$ cat src/hw/rtl/clsu_pkg.sv
`default_nettype none
// ----------------------------------------------------------------------------
// clsu_pkg
// Shared types and constants for the compacting list with search unit:
// operation and status codes, beat layouts and the result record.
// ----------------------------------------------------------------------------
package clsu_pkg;

   // Default geometry of the list storage.
   localparam int DEPTH_DEF       = 16;
   localparam int ENTRY_WIDTH_DEF = 32;

   // Field widths of the request and response beats.
   localparam int ACTION_W   = 3;
   localparam int VALUE_W    = 32;
   localparam int POS_W      = 4;
   localparam int STATUS_W   = 3;
   localparam int FOUND_W    = 4;
   localparam int COUNT_W    = 5;

   localparam int REQ_TDATA_W = 40;
   localparam int RSP_TDATA_W = 48;

   // Operation codes.
   localparam logic [ACTION_W-1:0] ACT_PUSH   = 3'd0;
   localparam logic [ACTION_W-1:0] ACT_POP    = 3'd1;
   localparam logic [ACTION_W-1:0] ACT_SHIFT  = 3'd2;
   localparam logic [ACTION_W-1:0] ACT_SEARCH = 3'd3;
   localparam logic [ACTION_W-1:0] ACT_REMOVE = 3'd4;

   // Status codes.
   localparam logic [STATUS_W-1:0] ST_OK        = 3'd0;
   localparam logic [STATUS_W-1:0] ST_EMPTY     = 3'd1;
   localparam logic [STATUS_W-1:0] ST_FULL      = 3'd2;
   localparam logic [STATUS_W-1:0] ST_NOT_FOUND = 3'd3;
   localparam logic [STATUS_W-1:0] ST_BAD_INDEX = 3'd4;

   // Result record, status in the lowest bits.
   typedef struct packed {
      logic [COUNT_W-1:0]  entry_count;
      logic [FOUND_W-1:0]  found_index;
      logic [VALUE_W-1:0]  out_value;
      logic [STATUS_W-1:0] status;
   } rslt_type;

endpackage
`default_nettype wire

$ cat src/hw/rtl/clsu_mem.sv
`default_nettype none
// ----------------------------------------------------------------------------
// clsu_mem
// Entry storage: one write port and one read port, read data registered.
// ----------------------------------------------------------------------------
module clsu_mem #(
   parameter int DEPTH = clsu_pkg::DEPTH_DEF,
   parameter int WIDTH = clsu_pkg::ENTRY_WIDTH_DEF
) (
   input  wire logic                     clock,
   input  wire logic                     wr_en,
   input  wire logic [$clog2(DEPTH)-1:0] wr_addr,
   input  wire logic [WIDTH-1:0]         wr_data,
   input  wire logic                     rd_en,
   input  wire logic [$clog2(DEPTH)-1:0] rd_addr,
   output logic      [WIDTH-1:0]         rd_data
);

   logic [WIDTH-1:0] mem [DEPTH];
   logic [WIDTH-1:0] rd_data_ff;

   always_ff @(posedge clock) begin
      if (wr_en) begin
         mem[wr_addr] <= wr_data;
      end
   end

   always_ff @(posedge clock) begin
      if (rd_en) begin
         rd_data_ff <= mem[rd_addr];
      end
   end

   assign rd_data = rd_data_ff;

endmodule
`default_nettype wire

$ cat src/hw/rtl/clsu_ctrl.sv
`default_nettype none
// ----------------------------------------------------------------------------
// clsu_ctrl
// Operation sequencer: holds the entry count, walks the storage one read per
// cycle for pop, shift, search and remove, and writes entries back one slot
// lower to close the gap.
// ----------------------------------------------------------------------------
module clsu_ctrl #(
   parameter int DEPTH       = clsu_pkg::DEPTH_DEF,
   parameter int ENTRY_WIDTH = clsu_pkg::ENTRY_WIDTH_DEF
) (
   input  wire logic                               clock,
   input  wire logic                               reset,
   input  wire logic                               req_valid,
   output logic                                    req_ready,
   input  wire logic [clsu_pkg::ACTION_W-1:0]      action,
   input  wire logic [clsu_pkg::VALUE_W-1:0]       entry_value,
   input  wire logic [clsu_pkg::POS_W-1:0]         position,
   input  wire logic                               slot_free,
   output logic                                    rslt_valid,
   output clsu_pkg::rslt_type                      rslt,
   output logic                                    wr_en,
   output logic      [$clog2(DEPTH)-1:0]           wr_addr,
   output logic      [ENTRY_WIDTH-1:0]             wr_data,
   output logic                                    rd_en,
   output logic      [$clog2(DEPTH)-1:0]           rd_addr,
   input  wire logic [ENTRY_WIDTH-1:0]             rd_data
);

   localparam int IDX_W    = $clog2(DEPTH);
   localparam int CNT_W    = $clog2(DEPTH + 1);
   localparam int POS_W    = clsu_pkg::POS_W;
   localparam int CMP_W    = (CNT_W > POS_W) ? CNT_W : POS_W;
   localparam int VALUE_W  = clsu_pkg::VALUE_W;
   localparam int FOUND_W  = clsu_pkg::FOUND_W;
   localparam int COUNT_W  = clsu_pkg::COUNT_W;

   typedef enum logic [1:0] {
      S_IDLE,
      S_START,
      S_SCAN,
      S_DONE
   } state_type;

   state_type                         state_ff,   state_in;
   logic [clsu_pkg::ACTION_W-1:0]     act_ff,     act_in;
   logic [ENTRY_WIDTH-1:0]            val_ff,     val_in;
   logic [POS_W-1:0]                  pos_ff,     pos_in;
   logic [CNT_W-1:0]                  count_ff,   count_in;
   logic [CNT_W-1:0]                  rd_ptr_ff,  rd_ptr_in;
   logic                              rd_valid_ff, rd_valid_in;
   logic [IDX_W-1:0]                  rd_addr_ff, rd_addr_in;
   logic [clsu_pkg::STATUS_W-1:0]     status_ff,  status_in;
   logic [ENTRY_WIDTH-1:0]            taken_ff,   taken_in;
   logic [IDX_W-1:0]                  found_ff,   found_in;

   logic [IDX_W-1:0] slot;
   logic             more;

   // Shift closes the gap at the head, remove at the given position.
   assign slot = (act_ff == clsu_pkg::ACT_SHIFT) ? '0 : IDX_W'(pos_ff);
   assign more = (rd_ptr_ff < count_ff);

   always_comb begin
      state_in    = state_ff;
      act_in      = act_ff;
      val_in      = val_ff;
      pos_in      = pos_ff;
      count_in    = count_ff;
      rd_ptr_in   = rd_ptr_ff;
      rd_valid_in = 1'b0;
      rd_addr_in  = rd_addr_ff;
      status_in   = status_ff;
      taken_in    = taken_ff;
      found_in    = found_ff;
      wr_en       = 1'b0;
      wr_addr     = '0;
      wr_data     = val_ff;
      rd_en       = 1'b0;
      rd_addr     = rd_ptr_ff[IDX_W-1:0];
      rslt_valid  = 1'b0;

      case (state_ff)
         S_IDLE: begin
            if (req_valid) begin
               act_in    = action;
               val_in    = ENTRY_WIDTH'(entry_value);
               pos_in    = position;
               status_in = clsu_pkg::ST_OK;
               taken_in  = '0;
               found_in  = '0;
               state_in  = S_START;
            end
         end
         S_START: begin
            state_in = S_DONE;
            case (act_ff)
               clsu_pkg::ACT_PUSH: begin
                  if (count_ff == CNT_W'(DEPTH)) begin
                     status_in = clsu_pkg::ST_FULL;
                  end else begin
                     wr_en    = 1'b1;
                     wr_addr  = count_ff[IDX_W-1:0];
                     count_in = count_ff + CNT_W'(1);
                  end
               end
               clsu_pkg::ACT_POP: begin
                  if (count_ff == '0) begin
                     status_in = clsu_pkg::ST_EMPTY;
                  end else begin
                     rd_ptr_in = count_ff - CNT_W'(1);
                     state_in  = S_SCAN;
                  end
               end
               clsu_pkg::ACT_SHIFT: begin
                  if (count_ff == '0) begin
                     status_in = clsu_pkg::ST_EMPTY;
                  end else begin
                     rd_ptr_in = '0;
                     state_in  = S_SCAN;
                  end
               end
               clsu_pkg::ACT_SEARCH: begin
                  status_in = clsu_pkg::ST_NOT_FOUND;
                  rd_ptr_in = '0;
                  state_in  = S_SCAN;
               end
               clsu_pkg::ACT_REMOVE: begin
                  if (CMP_W'(pos_ff) >= CMP_W'(count_ff)) begin
                     status_in = clsu_pkg::ST_BAD_INDEX;
                  end else begin
                     rd_ptr_in = CNT_W'(pos_ff);
                     state_in  = S_SCAN;
                  end
               end
               default: begin
               end
            endcase
         end
         S_SCAN: begin
            // One read issued per cycle; the write back goes two slots below
            // the address being read, so no read ever meets a pending write.
            if (more) begin
               rd_en       = 1'b1;
               rd_ptr_in   = rd_ptr_ff + CNT_W'(1);
               rd_valid_in = 1'b1;
               rd_addr_in  = rd_ptr_ff[IDX_W-1:0];
            end
            if (rd_valid_ff) begin
               case (act_ff)
                  clsu_pkg::ACT_POP: begin
                     taken_in = rd_data;
                  end
                  clsu_pkg::ACT_SEARCH: begin
                     if (rd_data == val_ff) begin
                        status_in   = clsu_pkg::ST_OK;
                        found_in    = rd_addr_ff;
                        rd_valid_in = 1'b0;
                        state_in    = S_DONE;
                     end
                  end
                  default: begin
                     if (rd_addr_ff == slot) begin
                        if (act_ff == clsu_pkg::ACT_SHIFT) begin
                           taken_in = rd_data;
                        end
                     end else begin
                        wr_en   = 1'b1;
                        wr_addr = rd_addr_ff - IDX_W'(1);
                        wr_data = rd_data;
                     end
                  end
               endcase
            end else if (!more) begin
               if (act_ff != clsu_pkg::ACT_SEARCH) begin
                  count_in = count_ff - CNT_W'(1);
               end
               state_in = S_DONE;
            end
         end
         S_DONE: begin
            rslt_valid = slot_free;
            if (slot_free) begin
               state_in = S_IDLE;
            end
         end
         default: begin
            state_in = S_IDLE;
         end
      endcase
   end

   always_ff @(posedge clock) begin
      if (reset) begin
         state_ff    <= S_IDLE;
         count_ff    <= '0;
         rd_valid_ff <= 1'b0;
      end else begin
         state_ff    <= state_in;
         count_ff    <= count_in;
         rd_valid_ff <= rd_valid_in;
      end
      act_ff     <= act_in;
      val_ff     <= val_in;
      pos_ff     <= pos_in;
      rd_ptr_ff  <= rd_ptr_in;
      rd_addr_ff <= rd_addr_in;
      status_ff  <= status_in;
      taken_ff   <= taken_in;
      found_ff   <= found_in;
   end

   assign req_ready         = (state_ff == S_IDLE);
   assign rslt.status       = status_ff;
   assign rslt.out_value    = VALUE_W'(taken_ff);
   assign rslt.found_index  = FOUND_W'(found_ff);
   assign rslt.entry_count  = COUNT_W'(count_ff);

`ifndef SYNTH
   a_no_rw_clash: assert property (@(posedge clock) disable iff (reset)
      wr_en && rd_en |-> wr_addr != rd_addr)
      else $error("write and read of the same entry in one cycle");

   a_count_in_range: assert property (@(posedge clock) disable iff (reset)
      wr_en && state_ff == S_START |-> count_ff < CNT_W'(DEPTH))
      else $error("push written while the list is full");

   a_count_moves_at_end: assert property (@(posedge clock) disable iff (reset)
      !$stable(count_ff) |-> $past(state_ff) == S_START || $past(state_ff) == S_SCAN)
      else $error("entry count changed outside an operation");
`endif

endmodule
`default_nettype wire

$ cat src/hw/rtl/compacting_list_with_search_unit.sv
`default_nettype none
// Pop reads only the last entry; shift and remove walk the entries from the
// freed slot up, and search walks from the head and stops at the first match.
// One item at a time: a new request is taken only after the response of the
// last one is loaded, and the walk over the entry memory reads one entry per
// cycle. Reset empties the list; memory contents are not cleared and need no
// clearing pass.
// ----------------------------------------------------------------------------
// compacting_list_with_search_unit
// Bounded, densely packed list with push, pop, shift, search and remove,
// one response beat per request beat, with a registered response slot.
// ----------------------------------------------------------------------------
module compacting_list_with_search_unit #(
   parameter int DEPTH       = clsu_pkg::DEPTH_DEF,
   parameter int ENTRY_WIDTH = clsu_pkg::ENTRY_WIDTH_DEF
) (
   input  wire logic                                clock,
   input  wire logic                                reset,
   input  wire logic                                req_tvalid,
   output logic                                     req_tready,
   // action [2:0], entry_value [34:3], position [38:35], zero [39]
   input  wire logic [clsu_pkg::REQ_TDATA_W-1:0]    req_tdata,
   output logic                                     rsp_tvalid,
   input  wire logic                                rsp_tready,
   // status [2:0], out_value [34:3], found_index [38:35],
   // entry_count [43:39], zero [47:44]
   output logic      [clsu_pkg::RSP_TDATA_W-1:0]    rsp_tdata
);

   localparam int IDX_W  = $clog2(DEPTH);
   localparam int A_W    = clsu_pkg::ACTION_W;
   localparam int V_W    = clsu_pkg::VALUE_W;
   localparam int P_W    = clsu_pkg::POS_W;
   localparam int RSLT_W = $bits(clsu_pkg::rslt_type);
   localparam int PAD_W  = clsu_pkg::RSP_TDATA_W - RSLT_W;

   logic                   slot_free;
   logic                   rslt_valid;
   clsu_pkg::rslt_type     rslt;
   logic                   wr_en;
   logic [IDX_W-1:0]       wr_addr;
   logic [ENTRY_WIDTH-1:0] wr_data;
   logic                   rd_en;
   logic [IDX_W-1:0]       rd_addr;
   logic [ENTRY_WIDTH-1:0] rd_data;

   logic                   rsp_valid_ff, rsp_valid_in;
   clsu_pkg::rslt_type     rsp_data_ff,  rsp_data_in;

   clsu_ctrl #(
      .DEPTH       (DEPTH),
      .ENTRY_WIDTH (ENTRY_WIDTH)
   ) u_ctrl (
      .clock       (clock),
      .reset       (reset),
      .req_valid   (req_tvalid),
      .req_ready   (req_tready),
      .action      (req_tdata[A_W-1:0]),
      .entry_value (req_tdata[A_W+V_W-1:A_W]),
      .position    (req_tdata[A_W+V_W+P_W-1:A_W+V_W]),
      .slot_free   (slot_free),
      .rslt_valid  (rslt_valid),
      .rslt        (rslt),
      .wr_en       (wr_en),
      .wr_addr     (wr_addr),
      .wr_data     (wr_data),
      .rd_en       (rd_en),
      .rd_addr     (rd_addr),
      .rd_data     (rd_data)
   );

   clsu_mem #(
      .DEPTH (DEPTH),
      .WIDTH (ENTRY_WIDTH)
   ) u_mem (
      .clock   (clock),
      .wr_en   (wr_en),
      .wr_addr (wr_addr),
      .wr_data (wr_data),
      .rd_en   (rd_en),
      .rd_addr (rd_addr),
      .rd_data (rd_data)
   );

   // The response slot may be refilled in the cycle its beat is taken.
   assign slot_free = !rsp_valid_ff || rsp_tready;

   always_comb begin
      rsp_valid_in = rsp_valid_ff;
      rsp_data_in  = rsp_data_ff;
      if (rslt_valid) begin
         rsp_valid_in = 1'b1;
         rsp_data_in  = rslt;
      end else if (rsp_tready) begin
         rsp_valid_in = 1'b0;
      end
   end

   always_ff @(posedge clock) begin
      if (reset) begin
         rsp_valid_ff <= 1'b0;
      end else begin
         rsp_valid_ff <= rsp_valid_in;
      end
      rsp_data_ff <= rsp_data_in;
   end

   assign rsp_tvalid = rsp_valid_ff;
   assign rsp_tdata  = {{PAD_W{1'b0}}, rsp_data_ff};

`ifndef SYNTH
   a_no_overwrite: assert property (@(posedge clock) disable iff (reset)
      rslt_valid |-> slot_free)
      else $error("result loaded over a response beat not yet taken");

   a_load_shows: assert property (@(posedge clock) disable iff (reset)
      rslt_valid |=> rsp_tvalid && rsp_tdata[RSLT_W-1:0] == $past(rslt))
      else $error("loaded result does not appear on the response port");

   a_one_at_a_time: assert property (@(posedge clock) disable iff (reset)
      req_tvalid && req_tready |=> !req_tready)
      else $error("second request taken while an item is in progress");
`endif

endmodule
`default_nettype wire
$ cat config.mk
export PLATFORM = sky130hd
export DESIGN_NAME = compacting_list_with_search_unit
export DESIGN_NICKNAME = d
export VERILOG_FILES = /design/src/hw/rtl/clsu_pkg.sv /design/src/hw/rtl/clsu_mem.sv /design/src/hw/rtl/clsu_ctrl.sv /design/src/hw/rtl/compacting_list_with_search_unit.sv
export SDC_FILE = /design/constraint.sdc
export NUM_CORES = 1
export LEC_CHECK = 0
export ABC_AREA = 1
export BUFFER_PORTS_ARGS = -buffer_cell sky130_fd_sc_hd__buf_2
export CAP_MARGIN = 30
export CORE_MARGIN = 2
export CORE_UTILIZATION = 35
export DETAILED_ROUTE_END_ITERATION = 16
export SYNTH_ARGS = -nofsm -noshare
export SYNTH_HDL_FRONTEND = slang
export SYNTH_SLANG_ARGS = --single-unit
$ cat constraint.sdc
create_clock -name clock -period 5.05 [get_ports clock]
set_input_delay 1.01 -clock clock [delete_from_list [all_inputs] [get_ports clock]]
set_output_delay 1.01 -clock clock [all_outputs]
set_load 0.02 [all_outputs]
# Word-level counts from Yosys, hierarchy flattened
# Memories as Yosys holds them, arrays and structs flattened. A register that Yosys moved wholly into a read port is not among the register bits.
# Cells that the tools add are included.
dict set report totals {
  output_inout_bits 50
  n_memories 1
  elab_cells 149
  in_bits 44
  mem_bits_rw 512
  regBits 140
}
# memory words width read_ports rd_clocked_by_memory_dff wr line_no
set memory_table {}
lappend memory_table {u_mem.mem 16 32 1 1 1 clsu_mem.sv:19} ;# logic [WIDTH-1:0] mem [DEPTH];
dict set report classes {
  magnitude_cmp 2
  addsub 4
  n_mux 69
  n_eq_ne 36
  bitwise_logic 1
  reduce_logical 20
}
# operator n
set ops {}
lappend ops {{two-way mux 32 bit} 8}
lappend ops {{one-hot mux 32 bit (2 select lines)} 2}
lappend ops {{two-way mux 5 bit} 9}
lappend ops {{two-way mux 4 bit} 10}
lappend ops {{equality test 32 bit} 1}
lappend ops {{two-way mux 3 bit} 7}
lappend ops {{inequality test 3 x 2 -> 1 bit, second input constant} 7}
lappend ops {{one-hot mux 5 bit (2 select lines)} 2}
lappend ops {{one-hot mux 5 bit (4 select lines)} 1}
lappend ops {{AND reduction 6 bit} 3}
lappend ops {{two-way mux 1 bit} 17}
lappend ops {{one-hot mux 4 bit (2 select lines)} 2}
lappend ops {{inequality test 3 bit, second input constant} 5}
lappend ops {{inequality test 2 bit, second input constant} 7}
lappend ops {{two-way mux 2 bit} 6}
lappend ops {{one-hot mux 3 bit (4 select lines)} 1}
lappend ops {{adder 5 x 1 -> 5 bit, second input constant} 2}
lappend ops {{inequality test 2 x 1 -> 1 bit, second input constant} 5}
lappend ops {{AND reduction 5 bit} 2}
lappend ops {{one-hot mux 3 bit (3 select lines)} 1}
lappend ops {{AND reduction 9 bit} 1}
lappend ops {{one-hot mux 2 bit (4 select lines)} 1}
lappend ops {{equality test 3 x 2 -> 1 bit, second input constant} 2}
lappend ops {{one-hot mux 2 bit (3 select lines)} 1}
lappend ops {{other kinds (23)} 29}

# Longest topological paths before layout
dict set report logic_depth {
  word_depth 9
  depth_mapped 14
  mapped_depth_nobuf 14
}

# By module
# A second synthesis with hierarchy kept.
dict set report hier_totals {
  hier_cells 2760
  area_unflattened_um2 29749.8
}
# module area_each_um2 n_inst cells_each seq_area_each_um2
set by_module_without_submodules {}
lappend by_module_without_submodules {clsu_mem 23052.1 1 2122 16335.7}
lappend by_module_without_submodules {clsu_ctrl 5300.1 1 584 2772.7}
lappend by_module_without_submodules {compacting_list_with_search_unit 1397.6 1 54 1341.3}

# Worst setup path after synthesis
# Ideal clock, no wire load.
dict set report synth_timing {
  kind {input port to flip-flop}
  from {input rsp_tready}
  to {register rsp_data_ff (netlist bit rsp_tdata[0]), enable pin}
  setup_ps 460
  arrival_time_ps 3193
  path_stages 2
  slack_ps 1397
  n_path_buf 0
  t_required_ps 4590
  cell_sequence {inv_1 a21oi_1}
}
dict set report synth_between {
  elab_chain_cells 2
}
# item line_no
set synth_rtl {}
lappend synth_rtl {{from (decl)} compacting_list_with_search_unit.sv:24} ;# input wire logic rsp_tready,
lappend synth_rtl {{logical OR 1 bit} compacting_list_with_search_unit.sv:86} ;# assign slot_free = !rsp_valid_ff || rsp_tready;
lappend synth_rtl {{two-way mux 1 bit} clsu_ctrl.sv:83} ;# case (state_ff)
lappend synth_rtl {{named net rslt_valid} compacting_list_with_search_unit.sv:38} ;# logic rslt_valid;
lappend synth_rtl {{to (signal assigned)} compacting_list_with_search_unit.sv:105} ;# rsp_data_ff <= rsp_data_in;
lappend synth_rtl {{to (decl)} compacting_list_with_search_unit.sv:48} ;# clsu_pkg::rslt_type rsp_data_ff, rsp_data_in;
# The timed path passes the listed nets, and every way through them passes these cells.
# A chain may end at the register's enable or synchronous reset.

# Final worst setup path
dict set report layout_timing {
  from {register u_ctrl.state_ff[0]}
  to {memory u_mem.mem[13][17] in the netlist's numbering, enable pin}
}
dict set report layout_between {
  elab_chain_cells 4
  word_cells_on_any_way 6
  classes_between {2 x eq/ne; 4 x mux}
}
# item line_no
set layout_rtl {}
lappend layout_rtl {{from (decl)} clsu_ctrl.sv:45} ;# state_type state_ff, state_in;
lappend layout_rtl {{from (signal assigned)} clsu_ctrl.sv:199} ;# state_ff <= state_in;
lappend layout_rtl {{equality test 2 bit or equality test 2 x 1 -> 1 bit (tied branches)} clsu_ctrl.sv:83}
lappend layout_rtl {{one-hot mux 1 bit (2 select lines)} clsu_ctrl.sv:83}
lappend layout_rtl {{two-way mux 1 bit} clsu_mem.sv:23} ;# if (wr_en) begin
lappend layout_rtl {{two-way mux 1 bit (implied by the code)} clsu_mem.sv:24} ;# mem[wr_addr] <= wr_data;
lappend layout_rtl {{to (decl)} clsu_mem.sv:19}
# Several ways; a longest one is shown, not always the timed one.

==> impl_metrics.tcl <==
set metrics [dict create \
    finClkSkew_ps 22.0 \
    cp.arrival_ps 3810 \
    grt_use_met2_pct 26.3 \
    p_seq_share_pct 42.8 \
    worst_setup_path_start_kind "register" \
    route.detailed.drc 0 \
    muxShareOfSynthArea_pct 2.98 \
    grt_pass1_wl_mm 97.5 \
    netlist.area_leader.share_pct 74.3 \
    synth-seq-cells 684 \
    path_cells "ha_1 -> nand2_1 -> nor2_2 -> nand2_1 -> inv_1 -> nand2_1 -> nand2_1 -> nand4_1 -> nor2_4 -> buf_4" \
    synth_compound_area_share_pct 7.93 \
    min_path_type "reg2reg" \
    ys_warn_count 0 \
    worstMarginPinSlew_ps 1420 \
    worstHoldEndpoint "rsp_tdata[35]$_DFFE_PP_" \
    hold_viol_final 0 \
    placed_area_um2 29000 \
    core_area_um2 77300 \
    synth_top_family_by_area "simple AND/OR/NAND/NOR gates" \
    reg2reg_depth 10 \
    rsz0062_at_grt "false" \
    drtIter0Drc 1539 \
    cts_buffers 74 \
    ir_drop_mv 0.531 \
    ctsResizeCount 0 \
    track_usage_pct 15.9 \
    synth_top_cell_by_area "edfxtp_1" \
    antenna_violating_nets_post_route 0 \
    fin_setup_tns_ps 0 \
    slowest_delay_ps 930 \
    rows 102 \
    pwr-share-clk_pct 29.7 \
    worstPathMaxFanout 23 \
    synth_xor_area_share_pct 1.25 \
    syn_inst 1950 \
    hold_buffers 0 \
    cts_buffer_depth 3 \
    area_growth_pct 14.8 \
    cts_setup_buffers 0 \
    place.gp.congestion 0.823 \
    cts.sinks 684 \
    holdCritStartpoint "u_ctrl.found_ff[0]$_SDFFCE_PN0P_" \
    synth_adder_area_share_pct 0.779 \
    required_ps 5350 \
    grt_overflow_total 0 \
    final_nets 2102 \
    top_usage_layer "met2" \
    fin_crit_ps 3510 \
    yosys.area_share.simple_pct 9.04 \
    htree_levels 3 \
    dp_hpwl_mm 36.9 \
    met1_usage_pct 21.5 \
    fin_area_um2 31300 \
    slew_headroom_pct 5.63 \
    viasPerCell 5.13 \
    critPathSlowestCell "nor2_4" \
    antenna_found_initial 2 \
    netlist_area_um2 27300 \
    swShare_pct 33.2 \
    initial_core_util_pct 35.3 \
    setup_viol 0 \
    dp_cells 3005 \
    status "complete, no violations" \
    powerDensity_nw_per_um2 560 \
    grt_pass1_vias 15900 \
    synth_area_leaders "edfxtp_1 (74%), nor2_1 (4.4%), nand2_1 (2.7%), o21ai_0 (2.5%), o32ai_1 (2.4%)" \
    avgRoutedWirePerCell_um 20.8 \
    clk_latency_ps 620 \
    dr.pass1.iters 5 \
    avgSynthCellArea_um2 14.0 \
    clkSlewWorstSetupHoldPaths_ps 60 \
    die_y_um 283 \
    die_w_um 283 \
    cpMostUsedCell "nand2_1" \
    fmax_mhz 285 \
    antennaDiodeCount 0 \
    power_frac_comb_pct 27.5 \
    ys_seq_area_share_pct 74.9 \
    grt_max_degree 260 \
    hold_ws_ps 414 \
    via_count 16100 \
    clockRootBuffer "clkbuf_16" \
    r2r_start "u_ctrl.state_ff[0]$_SDFFE_PP0P_" \
    r2r_slack_ps 1540 \
    cts_tree "yes" \
    synthDistinctLibCells 44 \
    die_area_um2 80200 \
    critPathKind "reg2reg" \
    maxSlewViolCount 0 \
    p_int_mw 11.7 \
    drive_above_1_share_pct 12.7 \
    finalCritPeriodShare_pct 69.5 \
    grtUsageMet3_pct 2.65 \
    cp-end-kind "register" \
    final_cells 3131 \
    cap_violations 0 \
    rr_endpoint "u_mem.mem[13][17]$_DFFE_PP_" \
    ioPinCount 94 \
    drt-total-wl_mm 65.2 \
    hold-path-cell-count 0 \
    p_switching_mw 5.83 \
    p_leak_nw 10.7 \
    io_buffers 88 \
]
## layout by cell type, fill, tap and decap left out, drive strengths merged, types with 26 or more instances in the layout
master / n
edfxtp: 675
nor2: 323
nand2: 202
o21ai: 143
buf: 124
inv: 90
clkbuf: 87
o32ai: 76
nand3: 75
o221ai: 54
mux2i: 52
xnor2: 30
mux2: 26
## final cells by class
cell class / count / area [µm²]
Inverter: 86 / 328
Clock buffer: 87 / 1920
Timing Repair Buffer: 124 / 756
Multi-Input combinational cell: 1071 / 6170
Tap cell: 1040 / 1300
Fill cell: 7074 / 46000
Clock inverter: 39 / 390
Sequential cell: 684 / 20400
## power groups by stage
stage          Combinational (mW)  Clock, mW  Sequential (mW)
2_1_floorplan                3.28          0             7.61
5_1_grt                      5.31       5.53             7.56
4_1_cts                      4.85       5.30             7.52
6_report                     4.82       5.21             7.51
3_3_place_gp                 4.65          0             7.62
3_5_place_dp                 4.82          0             7.63
## registers in the layout, indices dropped and copies added, names as in the netlist, 3 cells and up
| signal | count |
|---|---|
| u_ctrl.taken_ff | 32 |
| u_mem.rd_data | 32 |
| u_ctrl.val_ff | 32 |
| u_mem.mem | 512 |
| u_ctrl.pos_ff | 4 |
| rsp_tdata | 44 |
| u_ctrl.found_ff | 4 |
| u_ctrl.rd_ptr_ff | 5 |
| u_ctrl.act_ff | 3 |
| u_ctrl.status_ff | 3 |
| u_ctrl.rd_addr_ff | 4 |
| u_ctrl.count_ff | 5 |
## synthesized netlist by cell type (all sizes together)
cell     count
o32ai       76
nor4         1
o2111ai      1
o31ai        1
a21boi       1
edfxtp     675
buf         42
xnor2       30
nand4        6
inv         86
o22ai        2
nor3         2
nand3       75
o21ai      143
mux2i       52
a21oi       21
ha          17
conb         1
or2          2
nand3b       3
a22oi        1
mux2        26
dfxtp        9
a2111oi      1
nand2      202
nor2       323
clkbuf      70
a211oi       1
a31oi        3
o221ai      54
xor2         9
o211ai      14
## worst max path at each step
stage,end,cells past startpoint,start
after global routing,u_mem.mem[13][17]$_DFFE_PP_,10,u_ctrl.state_ff[0]$_SDFFE_PP0P_
after global placement,u_mem.mem[13][17]$_DFFE_PP_,10,u_ctrl.count_ff[0]$_SDFFE_PP0P_
final,u_mem.mem[13][17]$_DFFE_PP_,10,u_ctrl.state_ff[0]$_SDFFE_PP0P_
after floorplan,rsp_tdata[0]$_DFFE_PP_,2,rsp_tready
after CTS,u_mem.mem[13][17]$_DFFE_PP_,10,u_ctrl.state_ff[0]$_SDFFE_PP0P_
after detailed placement,u_mem.mem[13][17]$_DFFE_PP_,10,u_ctrl.state_ff[0]$_SDFFE_PP0P_
## per-stage QoR
step           utilization (%)  worst slack [ps]  total power, mW
2_1_floorplan                -              1400             10.9
3_3_place_gp              37.5              1670             12.3
3_5_place_dp              37.5              1530             12.5
4_1_cts                   40.5              1530             17.7
5_1_grt                   40.5              1330             18.4
6_report                  40.5              1540             17.5
## critical path, delay by kind of cell (launching register included)
kind	cells	cell delay [ps]
DFF	1	430
adders and majority gates	1	300
buffers and inverters	2	470
and+or+nand+nor	7	1990
## logic make-up after synthesis
group | Yosys count
AND/OR/NAND/NOR | 614
AO/OA/AOI/OAI | 319
flip-flops | 684
XOR/XNOR | 39
multiplexers | 78
buffers and inverters | 198
adder cells (fa/ha/maj) | 17
other | 1
## routing by layer
metal  part of all wire (%)  vias up
li1                       -     7402
met2                     48      485
met5                  0.020        -
met4                    2.1        2
met3                    5.8       81
met1                     44     8083
No activity file was read; power rests on OpenSTA's default activity.
